File: src/hdl/vip_pkg.sv
// Shared types, constants and register codes for the valve incremental PID block.
// No dependencies; every other file imports this package.
`timescale 1ns / 1ps

package vip_pkg;

   // Field widths
   localparam int POS_W      = 24;   // signed Q.10 positions and errors
   localparam int ERR_W      = 25;   // error after subtract, signed
   localparam int MAG_W      = 24;   // stored error magnitudes
   localparam int GAIN_W     = 16;   // unsigned Q.12 gains
   localparam int DBAND_W    = 23;
   localparam int DIFF2_W    = 27;   // m - 2p + l, signed
   localparam int OUT_PULSE_W = 9;
   localparam int CODE_W     = 2;

   // Shared multiplier: signed A by unsigned B
   localparam int MUL_A_W    = 28;
   localparam int MUL_B_W    = 18;
   localparam int PROD_W     = MUL_A_W + MUL_B_W;
   localparam int ACC_W      = PROD_W;

   // Pulse scaling: pulse = floor(|term| * PULSE_MAX / (5 * 2^22))
   localparam int TERM_FRAC  = 22;
   localparam int ATERM_W    = 25;   // |term| below the saturation limit
   localparam logic [ACC_W-1:0] SAT_LIMIT = ACC_W'(5) << TERM_FRAC;
   localparam int DIV5_SHIFT = 20;
   localparam logic [MUL_B_W-1:0] DIV5_RECIP = MUL_B_W'(209715);  // floor(2^20 / 5)

   localparam int PULSE_MAX_DEFAULT = 500;

   // Configuration port
   localparam int CSR_IDX_W  = 3;
   localparam int CSR_DATA_W = 24;

   localparam logic [CSR_IDX_W-1:0] REG_TARGET    = 3'd0;
   localparam logic [CSR_IDX_W-1:0] REG_GAIN_P    = 3'd1;
   localparam logic [CSR_IDX_W-1:0] REG_GAIN_I    = 3'd2;
   localparam logic [CSR_IDX_W-1:0] REG_GAIN_D    = 3'd3;
   localparam logic [CSR_IDX_W-1:0] REG_DEADBAND  = 3'd4;
   localparam logic [CSR_IDX_W-1:0] REG_CLAMP_HI  = 3'd5;
   localparam logic [CSR_IDX_W-1:0] REG_CLAMP_LO  = 3'd6;
   localparam logic [CSR_IDX_W-1:0] REG_FULL_THR  = 3'd7;

   localparam logic signed [POS_W-1:0] TARGET_RST   = 24'sd28262;
   localparam logic [GAIN_W-1:0]       GAIN_P_RST   = 16'd369;
   localparam logic [GAIN_W-1:0]       GAIN_I_RST   = 16'd778;
   localparam logic [GAIN_W-1:0]       GAIN_D_RST   = 16'd410;
   localparam logic [DBAND_W-1:0]      DEADBAND_RST = 23'd1024;
   localparam logic signed [POS_W-1:0] CLAMP_HI_RST = 24'sd5120;
   localparam logic signed [POS_W-1:0] CLAMP_LO_RST = -24'sd5120;
   localparam logic [DBAND_W-1:0]      FULL_THR_RST = 23'd2048;

   // Result codes
   localparam logic [CODE_W-1:0] DIR_INPUT   = 2'd0;
   localparam logic [CODE_W-1:0] DIR_OUTPUT  = 2'd1;
   localparam logic [CODE_W-1:0] DIR_NONE    = 2'd2;
   localparam logic [CODE_W-1:0] OPEN_CLOSED = 2'd0;
   localparam logic [CODE_W-1:0] OPEN_HALF   = 2'd1;
   localparam logic [CODE_W-1:0] OPEN_FULL   = 2'd2;

   // Datapath operations issued by the controller
   localparam int OP_W = 4;
   localparam logic [OP_W-1:0] OP_NONE  = 4'd0;
   localparam logic [OP_W-1:0] OP_CLAMP = 4'd1;
   localparam logic [OP_W-1:0] OP_MP    = 4'd2;
   localparam logic [OP_W-1:0] OP_MI    = 4'd3;
   localparam logic [OP_W-1:0] OP_MD    = 4'd4;
   localparam logic [OP_W-1:0] OP_ABS   = 4'd5;
   localparam logic [OP_W-1:0] OP_SCALE = 4'd6;
   localparam logic [OP_W-1:0] OP_DIV   = 4'd7;
   localparam logic [OP_W-1:0] OP_FIX   = 4'd8;
   localparam logic [OP_W-1:0] OP_HOLD  = 4'd9;

   typedef struct packed {
      logic signed [POS_W-1:0] setpoint;
      logic [GAIN_W-1:0]       gain_p;
      logic [GAIN_W-1:0]       gain_i;
      logic [GAIN_W-1:0]       gain_d;
      logic [DBAND_W-1:0]      deadband;
      logic signed [POS_W-1:0] clamp_high;
      logic signed [POS_W-1:0] clamp_low;
      logic [DBAND_W-1:0]      full_open_threshold;
   } cfg_type;

   typedef struct packed {
      logic            capture;
      logic [OP_W-1:0] op;
   } cmd_type;

   typedef struct packed {
      logic in_deadband;
   } status_type;

endpackage

File: src/hdl/vip_csr.sv
// Configuration registers of the valve PID block, written through a plain write port.
// Depends on vip_pkg.
`timescale 1ns / 1ps

module vip_csr
   import vip_pkg::*;
(
   input  logic                  clock,
   input  logic                  reset,
   input  logic                  csr_write_en,
   input  logic [CSR_IDX_W-1:0]  csr_index,
   input  logic [CSR_DATA_W-1:0] csr_write_data,
   output cfg_type               cfg
);

   cfg_type cfg_ff;
   cfg_type cfg_in;

   always_comb begin
      cfg_in = cfg_ff;
      if (csr_write_en) begin
         case (csr_index)
            REG_TARGET:   cfg_in.setpoint            = $signed(csr_write_data[POS_W-1:0]);
            REG_GAIN_P:   cfg_in.gain_p              = csr_write_data[GAIN_W-1:0];
            REG_GAIN_I:   cfg_in.gain_i              = csr_write_data[GAIN_W-1:0];
            REG_GAIN_D:   cfg_in.gain_d              = csr_write_data[GAIN_W-1:0];
            REG_DEADBAND: cfg_in.deadband            = csr_write_data[DBAND_W-1:0];
            REG_CLAMP_HI: cfg_in.clamp_high          = $signed(csr_write_data[POS_W-1:0]);
            REG_CLAMP_LO: cfg_in.clamp_low           = $signed(csr_write_data[POS_W-1:0]);
            REG_FULL_THR: cfg_in.full_open_threshold = csr_write_data[DBAND_W-1:0];
            default:      cfg_in = cfg_ff;
         endcase
      end
   end

   always_ff @(posedge clock) begin
      if (reset) begin
         cfg_ff.setpoint            <= TARGET_RST;
         cfg_ff.gain_p              <= GAIN_P_RST;
         cfg_ff.gain_i              <= GAIN_I_RST;
         cfg_ff.gain_d              <= GAIN_D_RST;
         cfg_ff.deadband            <= DEADBAND_RST;
         cfg_ff.clamp_high          <= CLAMP_HI_RST;
         cfg_ff.clamp_low           <= CLAMP_LO_RST;
         cfg_ff.full_open_threshold <= FULL_THR_RST;
      end else begin
         cfg_ff <= cfg_in;
      end
   end

   assign cfg = cfg_ff;

endmodule

File: src/hdl/vip_ctrl.sv
// Sequencing state machine: takes a word, steps the datapath, hands off the result.
// Depends on vip_pkg.
`timescale 1ns / 1ps

module vip_ctrl
   import vip_pkg::*;
(
   input  logic       clock,
   input  logic       reset,
   input  logic       req_valid,
   output logic       req_stall,
   output logic       rsp_valid,
   input  logic       rsp_stall,
   input  status_type status,
   output cmd_type    cmd
);

   localparam int ST_W = 4;
   localparam logic [ST_W-1:0] ST_IDLE  = 4'd0;
   localparam logic [ST_W-1:0] ST_CLAMP = 4'd1;
   localparam logic [ST_W-1:0] ST_MP    = 4'd2;
   localparam logic [ST_W-1:0] ST_MI    = 4'd3;
   localparam logic [ST_W-1:0] ST_MD    = 4'd4;
   localparam logic [ST_W-1:0] ST_ABS   = 4'd5;
   localparam logic [ST_W-1:0] ST_SCALE = 4'd6;
   localparam logic [ST_W-1:0] ST_DIV   = 4'd7;
   localparam logic [ST_W-1:0] ST_FIX   = 4'd8;

   logic [ST_W-1:0] state_ff, state_in;
   logic            rsp_valid_ff, rsp_valid_in;
   logic            out_free;

   assign out_free = !rsp_valid_ff || !rsp_stall;

   always_comb begin
      state_in     = state_ff;
      rsp_valid_in = rsp_valid_ff;
      cmd.capture  = 1'b0;
      cmd.op       = OP_NONE;
      if (rsp_valid_ff && !rsp_stall) begin
         rsp_valid_in = 1'b0;
      end
      case (state_ff)
         ST_IDLE: begin
            if (req_valid) begin
               cmd.capture = 1'b1;
               state_in    = ST_CLAMP;
            end
         end
         ST_CLAMP: begin
            if (status.in_deadband) begin
               // hold here until the output word has room
               if (out_free) begin
                  cmd.op       = OP_HOLD;
                  rsp_valid_in = 1'b1;
                  state_in     = ST_IDLE;
               end
            end else begin
               cmd.op   = OP_CLAMP;
               state_in = ST_MP;
            end
         end
         ST_MP: begin
            cmd.op   = OP_MP;
            state_in = ST_MI;
         end
         ST_MI: begin
            cmd.op   = OP_MI;
            state_in = ST_MD;
         end
         ST_MD: begin
            cmd.op   = OP_MD;
            state_in = ST_ABS;
         end
         ST_ABS: begin
            cmd.op   = OP_ABS;
            state_in = ST_SCALE;
         end
         ST_SCALE: begin
            cmd.op   = OP_SCALE;
            state_in = ST_DIV;
         end
         ST_DIV: begin
            cmd.op   = OP_DIV;
            state_in = ST_FIX;
         end
         ST_FIX: begin
            if (out_free) begin
               cmd.op       = OP_FIX;
               rsp_valid_in = 1'b1;
               state_in     = ST_IDLE;
            end
         end
         default: begin
            state_in = ST_IDLE;
         end
      endcase
   end

   always_ff @(posedge clock) begin
      if (reset) begin
         state_ff     <= ST_IDLE;
         rsp_valid_ff <= 1'b0;
      end else begin
         state_ff     <= state_in;
         rsp_valid_ff <= rsp_valid_in;
      end
   end

   assign req_stall = (state_ff != ST_IDLE);
   assign rsp_valid = rsp_valid_ff;

endmodule

File: src/hdl/vip_datapath.sv
// Error, clamp, incremental PID term and pulse scaling over one shared multiplier.
// Depends on vip_pkg; steered by vip_ctrl through cmd_type.
`timescale 1ns / 1ps

module vip_datapath
   import vip_pkg::*;
#(
   parameter int PULSE_MAX = PULSE_MAX_DEFAULT
)(
   input  logic                    clock,
   input  logic                    reset,
   input  cfg_type                 cfg,
   input  cmd_type                 cmd,
   output status_type              status,
   input  logic signed [POS_W-1:0] req_measured_position,
   output logic [OUT_PULSE_W-1:0]  rsp_pulse_time,
   output logic [CODE_W-1:0]       rsp_valve_direction,
   output logic [CODE_W-1:0]       rsp_open_size,
   output logic                    rsp_correcting
);

   localparam int PW  = (PULSE_MAX > 1) ? $clog2(PULSE_MAX + 1) : 1;
   localparam int QW  = PW + 3;
   localparam int PXW = (PW > OUT_PULSE_W) ? PW : OUT_PULSE_W;
   localparam logic [PW-1:0] PMAX = PW'(PULSE_MAX);

   // state kept across words
   logic [MAG_W-1:0]  prev_mag_ff, prev_mag_in;
   logic [MAG_W-1:0]  older_mag_ff, older_mag_in;
   logic [CODE_W-1:0] held_dir_ff, held_dir_in;
   logic [CODE_W-1:0] held_open_ff, held_open_in;

   // per-word working registers
   logic signed [ERR_W-1:0] err_ff, err_in;
   logic [MAG_W-1:0]        mag_ff, mag_in;
   logic signed [ACC_W-1:0] acc_ff, acc_in;
   logic [ATERM_W-1:0]      aterm_ff, aterm_in;
   logic                    sat_ff, sat_in;
   logic [QW-1:0]           q_ff, q_in;
   logic [PW-1:0]           est_ff, est_in;

   // result word
   logic [PW-1:0]     pulse_ff, pulse_in;
   logic [CODE_W-1:0] out_dir_ff, out_dir_in;
   logic [CODE_W-1:0] out_open_ff, out_open_in;
   logic              out_corr_ff, out_corr_in;

   // combinational helpers
   logic [ERR_W-1:0]          mag_raw;
   logic signed [ERR_W-1:0]   clamped;
   logic [ERR_W-1:0]          clamped_abs;
   logic [MAG_W-1:0]          mag_sat;
   logic signed [ERR_W-1:0]   diff1;
   logic signed [DIFF2_W-1:0] diff2;
   logic signed [MUL_A_W-1:0] mul_a;
   logic [MUL_B_W-1:0]        mul_b;
   logic signed [PROD_W-1:0]  mul_prod;
   logic [ACC_W-1:0]          acc_abs;
   logic [QW-1:0]             rem;
   logic [PXW-1:0]            pulse_wide;

   assign mag_raw = err_ff[ERR_W-1] ? ERR_W'(-err_ff) : ERR_W'(err_ff);
   assign status.in_deadband = (mag_raw <= {2'b00, cfg.deadband});

   // upper bound first, then lower, as written even if the bounds cross
   always_comb begin
      if (err_ff > $signed({cfg.clamp_high[POS_W-1], cfg.clamp_high})) begin
         clamped = $signed({cfg.clamp_high[POS_W-1], cfg.clamp_high});
      end else if (err_ff < $signed({cfg.clamp_low[POS_W-1], cfg.clamp_low})) begin
         clamped = $signed({cfg.clamp_low[POS_W-1], cfg.clamp_low});
      end else begin
         clamped = err_ff;
      end
   end

   assign clamped_abs = clamped[ERR_W-1] ? ERR_W'(-clamped) : ERR_W'(clamped);
   assign mag_sat     = clamped_abs[ERR_W-1] ? {MAG_W{1'b1}} : clamped_abs[MAG_W-1:0];

   assign diff1 = $signed({1'b0, mag_ff}) - $signed({1'b0, prev_mag_ff});
   assign diff2 = $signed({3'b000, mag_ff}) - $signed({2'b00, prev_mag_ff, 1'b0})
                + $signed({3'b000, older_mag_ff});

   // operand steering for the shared multiplier
   always_comb begin
      mul_a = '0;
      mul_b = '0;
      case (cmd.op)
         OP_MP: begin
            mul_a = MUL_A_W'(diff1);
            mul_b = MUL_B_W'(cfg.gain_p);
         end
         OP_MI: begin
            mul_a = $signed(MUL_A_W'(mag_ff));
            mul_b = MUL_B_W'(cfg.gain_i);
         end
         OP_MD: begin
            mul_a = MUL_A_W'(diff2);
            mul_b = MUL_B_W'(cfg.gain_d);
         end
         OP_SCALE: begin
            mul_a = $signed(MUL_A_W'(aterm_ff));
            mul_b = MUL_B_W'(PULSE_MAX);
         end
         OP_DIV: begin
            mul_a = $signed(MUL_A_W'(q_ff));
            mul_b = DIV5_RECIP;
         end
         default: begin
            mul_a = '0;
            mul_b = '0;
         end
      endcase
   end

   assign mul_prod = mul_a * $signed({1'b0, mul_b});
   assign acc_abs  = acc_ff[ACC_W-1] ? ACC_W'(-acc_ff) : ACC_W'(acc_ff);
   assign rem      = q_ff - QW'({est_ff, 2'b00}) - QW'(est_ff);

   always_comb begin
      prev_mag_in  = prev_mag_ff;
      older_mag_in = older_mag_ff;
      held_dir_in  = held_dir_ff;
      held_open_in = held_open_ff;
      err_in       = err_ff;
      mag_in       = mag_ff;
      acc_in       = acc_ff;
      aterm_in     = aterm_ff;
      sat_in       = sat_ff;
      q_in         = q_ff;
      est_in       = est_ff;
      pulse_in     = pulse_ff;
      out_dir_in   = out_dir_ff;
      out_open_in  = out_open_ff;
      out_corr_in  = out_corr_ff;

      if (cmd.capture) begin
         err_in = $signed({cfg.setpoint[POS_W-1], cfg.setpoint})
                - $signed({req_measured_position[POS_W-1], req_measured_position});
      end

      case (cmd.op)
         OP_CLAMP: begin
            mag_in       = mag_sat;
            held_open_in = (mag_sat >= {1'b0, cfg.full_open_threshold}) ? OPEN_FULL
                                                                       : OPEN_HALF;
            held_dir_in  = clamped[ERR_W-1] ? DIR_INPUT : DIR_OUTPUT;
         end
         OP_MP: begin
            acc_in = mul_prod;
         end
         OP_MI: begin
            acc_in = acc_ff + mul_prod;
         end
         OP_MD: begin
            acc_in       = acc_ff + mul_prod;
            older_mag_in = prev_mag_ff;
            prev_mag_in  = mag_ff;
         end
         OP_ABS: begin
            sat_in   = (acc_abs >= SAT_LIMIT);
            aterm_in = acc_abs[ATERM_W-1:0];
         end
         OP_SCALE: begin
            q_in = mul_prod[TERM_FRAC +: QW];
         end
         OP_DIV: begin
            // reciprocal estimate is exact or one low
            est_in = mul_prod[DIV5_SHIFT +: PW];
         end
         OP_FIX: begin
            if (sat_ff) begin
               pulse_in = PMAX;
            end else if (rem >= QW'(5)) begin
               pulse_in = est_ff + PW'(1);
            end else begin
               pulse_in = est_ff;
            end
            out_dir_in  = held_dir_ff;
            out_open_in = held_open_ff;
            out_corr_in = 1'b1;
         end
         OP_HOLD: begin
            pulse_in    = '0;
            out_dir_in  = held_dir_ff;
            out_open_in = held_open_ff;
            out_corr_in = 1'b0;
         end
         default: begin
            acc_in = acc_ff;
         end
      endcase
   end

   always_ff @(posedge clock) begin
      if (reset) begin
         prev_mag_ff  <= '0;
         older_mag_ff <= '0;
         held_dir_ff  <= DIR_NONE;
         held_open_ff <= OPEN_CLOSED;
      end else begin
         prev_mag_ff  <= prev_mag_in;
         older_mag_ff <= older_mag_in;
         held_dir_ff  <= held_dir_in;
         held_open_ff <= held_open_in;
      end
   end

   always_ff @(posedge clock) begin
      err_ff      <= err_in;
      mag_ff      <= mag_in;
      acc_ff      <= acc_in;
      aterm_ff    <= aterm_in;
      sat_ff      <= sat_in;
      q_ff        <= q_in;
      est_ff      <= est_in;
      pulse_ff    <= pulse_in;
      out_dir_ff  <= out_dir_in;
      out_open_ff <= out_open_in;
      out_corr_ff <= out_corr_in;
   end

   assign pulse_wide          = PXW'(pulse_ff);
   assign rsp_pulse_time      = pulse_wide[OUT_PULSE_W-1:0];
   assign rsp_valve_direction = out_dir_ff;
   assign rsp_open_size       = out_open_ff;
   assign rsp_correcting      = out_corr_ff;

endmodule

File: src/hdl/valve_incremental_pid_top.sv
// Channel    | Ports                                   | Direction
// req        | req_valid, req_stall, req_measured_*    | in (stall out)
// rsp        | rsp_valid, rsp_stall, rsp_pulse_time... | out (stall in)
// csr        | csr_write_en, csr_index, csr_write_data | in
//
// A new word is accepted only once the last result is in the output register; outside
// the deadband, five steps share one 28x19 multiplier (three PID products, scale,
// divide by five); inside it they are skipped. The result sits in an output register,
// so a stalled result holds while the next word is already accepted and worked on.
// Reset is synchronous and active high; it restores the register defaults and history.
// Top level of the valve incremental PID block; depends on vip_pkg, vip_csr,
// vip_ctrl and vip_datapath.
`timescale 1ns / 1ps

module valve_incremental_pid_top
   import vip_pkg::*;
#(
   parameter int PULSE_MAX = PULSE_MAX_DEFAULT
)(
   input  logic                    clock,
   input  logic                    reset,
   input  logic                    req_valid,
   output logic                    req_stall,
   input  logic signed [POS_W-1:0] req_measured_position,
   output logic                    rsp_valid,
   input  logic                    rsp_stall,
   output logic [OUT_PULSE_W-1:0]  rsp_pulse_time,
   output logic [CODE_W-1:0]       rsp_valve_direction,
   output logic [CODE_W-1:0]       rsp_open_size,
   output logic                    rsp_correcting,
   input  logic                    csr_write_en,
   input  logic [CSR_IDX_W-1:0]    csr_index,
   input  logic [CSR_DATA_W-1:0]   csr_write_data
);

   cfg_type    cfg;
   cmd_type    cmd;
   status_type status;

   vip_csr u_csr (
      .clock          (clock),
      .reset          (reset),
      .csr_write_en   (csr_write_en),
      .csr_index      (csr_index),
      .csr_write_data (csr_write_data),
      .cfg            (cfg)
   );

   vip_ctrl u_ctrl (
      .clock     (clock),
      .reset     (reset),
      .req_valid (req_valid),
      .req_stall (req_stall),
      .rsp_valid (rsp_valid),
      .rsp_stall (rsp_stall),
      .status    (status),
      .cmd       (cmd)
   );

   vip_datapath #(
      .PULSE_MAX (PULSE_MAX)
   ) u_datapath (
      .clock                 (clock),
      .reset                 (reset),
      .cfg                   (cfg),
      .cmd                   (cmd),
      .status                (status),
      .req_measured_position (req_measured_position),
      .rsp_pulse_time        (rsp_pulse_time),
      .rsp_valve_direction   (rsp_valve_direction),
      .rsp_open_size         (rsp_open_size),
      .rsp_correcting        (rsp_correcting)
   );

endmodule

File: config.mk
export PLATFORM = sky130hd
export DESIGN_NAME = valve_incremental_pid_top
export DESIGN_NICKNAME = d
export VERILOG_FILES = /design/src/hdl/vip_pkg.sv /design/src/hdl/vip_csr.sv /design/src/hdl/vip_ctrl.sv /design/src/hdl/vip_datapath.sv /design/src/hdl/valve_incremental_pid_top.sv
export SDC_FILE = /design/constraint.sdc
export NUM_CORES = 2
export LEC_CHECK = 0
export BUFFER_PORTS_ARGS = -buffer_cell sky130_fd_sc_hd__buf_2
export CAP_MARGIN = 20
export CORE_MARGIN = 3
export CORE_UTILIZATION = 25
export DETAILED_ROUTE_END_ITERATION = 10
export GPL_ROUTABILITY_DRIVEN = 0
export PLACE_DENSITY = 0.42
export SYNTH_ARGS = -nofsm -noshare
export SYNTH_HDL_FRONTEND = slang
export SYNTH_SLANG_ARGS = --single-unit
export TNS_END_PERCENT = 10
File: constraint.sdc
create_clock -name clock -period 11.6 [get_ports clock]
set_input_delay 1.16 -clock clock [delete_from_list [all_inputs] [get_ports clock]]
set_output_delay 1.16 -clock clock [all_outputs]
set_load 0.05 [all_outputs]
==> results.py <==
metrics = {
    "sta": {
        "fmax_mhz": 82.5,
        "finalHoldViolations": 0,
        "worstMarginPinSlew_ns": 1.07,
        "rsz0062_at_grt": "yes",
        "tns_ns": -3.08,
        "setup_viol": 13,
        "max_slew_margin": 0.286,
        "finalMaxSlewViolations": 0,
        "period_needed_ns": 12.12,
        "fin_ws_ns": -0.520,
        "fin_crit_sh": 1.04,
        "fin_worst_skew_ns": 0.0662,
    },
    "outcome": {
        "violations": "setup timing",
        "status": "finished with violations",
    },
    "final_layout": {
        "seqCellArea_um2": 9150,
        "layout.nets": 6727,
        "syn2layout_area_growth_pct": 21.0,
        "fin_area_um2": 53400,
        "drive_gt1_frac": 0.152,
        "diodes": 0,
        "multi_input_area_um2": 31900,
        "nFillCells": 18700,
    },
    "synthesis": {
        "yosysWarnings": 0,
        "syn_area_um2": 44200,
        "synth_ff_type": "dfxtp_1",
        "netlist.area_leader.share": 0.222,
        "synth-async-reset-ratio": 0,
        "synthTopCellsByArea": "fa_1 22%, edfxtp_1 11%, ha_1 10%",
        "syn-instance-count": 5329,
        "synth_commonest_cells": "927 x nand2_1, 857 x inv_1, 489 x fa_1",
        "synth.avg_cell_area_um2": 8.29,
        "synth_cell_types": 84,
        "synth_edf_count": 156,
        "synth_seq_cells": 379,
        "synth.most_common_cell": "nand2_1",
        "seq_area_frac_synth": 0.207,
        "yosys.area.top_type": "fa_1",
    },
    "setup_path": {
        "cp.buffers_inverters": 13,
        "slowest_delay_ns": 0.59,
        "arrival_ns": 12.49,
        "worstPathRequired_ns": 11.97,
        "cp.depth": 58,
        "cp_slowest_cell": "fa_1",
        "crit_fanout": 10,
        "reg2reg_from": "u_datapath.mag_ff[1]$_DFFE_PN_",
        "regToRegEndpoint": "u_datapath.acc_ff[45]$_DFFE_PP_",
        "startpoint_type": "flop",
        "cpLargestDelayFamily": "adder cells",
        "rr_worst_depth": 58,
        "crit_top_cell": "inv_1",
        "end_kind": "flop",
        "crit_type": "reg2reg",
        "r2r_setup_slack_ns": -0.52,
        "cp-startpoint": "u_datapath.mag_ff[1]$_DFFE_PN_",
    },
    "clocking": {
        "clockBufferDepth": 3,
        "cts_sinks": 379,
        "cts_made_buffers": 48,
        "path_clk_slew_ns": 0.06,
        "postCtsHoldBufs": 0,
        "clock_latency_ns": 0.65,
        "htreeDepth": 2,
        "cts_tree": "yes",
        "cts-root-buf": "clkbuf_16",
    },
    "route": {
        "num_vias": 38000,
        "wl_per_cell_um": 19.3,
        "remaining_drc_errors": 0,
        "routed_wl_mm": 158,
        "viasPerCell": 4.65,
        "firstDrtPassIters": 5,
        "first_iter_violations": 2677,
        "ant_nets": 0,
    },
    "die": {
        "placementRows": 153,
        "fp.dieArea_um2": 182000,
        "dieHeight_um": 426,
        "start_util": 0.253,
        "die_w_um": 426,
        "placeableCoreArea_um2": 175000,
        "boundaryPins": 72,
    },
    "worst_hold_path": {
        "hold_path_end": "u_datapath.rsp_valve_direction[1]$_DFFE_PP_",
        "worstHoldStart": "u_datapath.held_dir_ff[1]$_SDFFE_PP1N_",
        "min_path_type": "reg2reg",
        "min_delay_path_depth": 0,
    },
    "global_route": {
        "grt_pass1_wl_mm": 242,
        "grt_max_degree": 81,
        "grt_use_total": 0.174,
        "grt_overflow": 0,
        "grt_pass1_vias": 38500,
        "antenna_found_initial": 0,
    },
    "placed_design": {
        "place.detailed.hpwl_mm": 128,
        "dp_slack_ns": -0.711,
        "placed_area_um2": 50900,
        "io_buffers": 71,
    },
    "run": {
        "drv_cap": 0,
    },
    "power_and_ir_drop": {
        "max-vdd-ir-drop_v": 0.0000829,
        "p_leak_nw": 24.0,
        "powerDensity_nw_per_um2": 101,
    },
}
state kept, by name, summed over array words and instances, names as in the netlist:
signal / count
u_ctrl.rsp_valid: 1
u_datapath.rsp_correcting: 1
u_datapath.mag_ff: 24
u_datapath.q_ff: 12
u_datapath.older_mag_ff: 24
u_datapath.acc_ff: 46
u_datapath.err_ff: 25
u_csr.cfg: 166
u_datapath.held_open_ff: 2
u_datapath.prev_mag_ff: 24
u_datapath.rsp_pulse_time: 9
u_datapath.held_dir_ff: 2
u_datapath.rsp_valve_direction: 2
u_datapath.est_ff: 9
u_datapath.sat_ff: 1
u_datapath.rsp_open_size: 2
u_datapath.aterm_ff: 25
u_ctrl.state_ff: 4
power breakdown:
part	total [mW]	switching, mW	internal [mW]
Combinational	2.21	1.25	0.956
Clock	1.61	0.665	0.946
Sequential	1.58	0.0898	1.49
Total	5.40	2.01	3.39
through the flow:
stage	hold WS [ns]	utilization	total power, mW	instances
finish	0.433	0.306	5.40	8177
global route	0.447	0.306	5.74	8177
CTS	0.435	0.302	5.37	8159
detailed placement	0.419	0.291	3.69	8066
global placement	0.417	0.291	3.70	8063
floorplan	0.408	-	2.84	5357
kinds of logic (layout without fill, tap and decap cells):
kind of cell / after synthesis / after routing / share of synthesized area
simple gates: 1679 / 1679 / 0.167
compound gates: 1068 / 1068 / 0.152
buf+inv: 1067 / 1562 / 0.0912
fa+ha+maj: 859 / 859 / 0.327
flops: 379 / 379 / 0.207
xor+xnor: 235 / 235 / 0.0466
mux: 40 / 40 / 0.00935
other cells: 2 / 30 / 0.000170
worst max-delay path by stage:
stage                                                 end  slack (ns)
after floorplan           u_datapath.acc_ff[44]$_DFFE_PP_       -0.01
after global placement    u_datapath.acc_ff[44]$_DFFE_PP_       -0.65
after detailed placement  u_datapath.acc_ff[44]$_DFFE_PP_       -0.71
after CTS                 u_datapath.acc_ff[45]$_DFFE_PP_       -0.68
after global routing      u_datapath.acc_ff[45]$_DFFE_PP_       -1.15
final                     u_datapath.acc_ff[45]$_DFFE_PP_       -0.52
layout by cell type (no fill, tap or decap), types with 40 or more instances in the layout:
master,n
a21o_1,111
a21oi_1,363
a31oi_1,40
and2_1,57
buf_2,70
buf_4,527
clkbuf_16,51
dfxtp_1,223
edfxtp_1,156
fa_1,478
ha_1,358
inv_1,848
nand2_1,920
nand2b_1,51
nand3_1,94
nor2_1,272
nor2b_1,43
nor3_1,48
o21a_1,50
o21ai_0,160
xnor2_1,165
xor2_1,62
timing repair:
item / in CTS / in global routing
setup endpoints to repair: 14 / 26
buffers inserted: 3 / 18
resized for setup: 33 / 128
pin swaps: 19 / 89
cell type report:
type	count	area share
timing repair buffer	614	0.0858
clock buffer	69	0.0257
inverter	858	0.0603
multi-input combinational	3911	0.597
tap	2325	0.0544
clock inverter	21	0.00574
sequential	379	0.171
routing by layer:
metal | share of wire | track usage
met4 | 0.020 | 0.0352
met1 | 0.50 | 0.261
met3 | 0.055 | 0.0259
met2 | 0.43 | 0.263
met5 | 0 | 0
worst reg2reg max path, delay by kind of cell (launching register included):
| family | cells | cell delay (ns) |
|---|---|---|
| AOI/OAI and AO/OA | 19 | 3.61 |
| xor gates and xnor gates | 3 | 0.38 |
| adders and majority gates | 11 | 4.61 |
| buffers and inverters | 13 | 1.23 |
| DFF | 1 | 0.38 |
| muxes | 1 | 0.28 |
| and+or+nand+nor | 11 | 1.31 |
(Power assumes the default switching activity.)
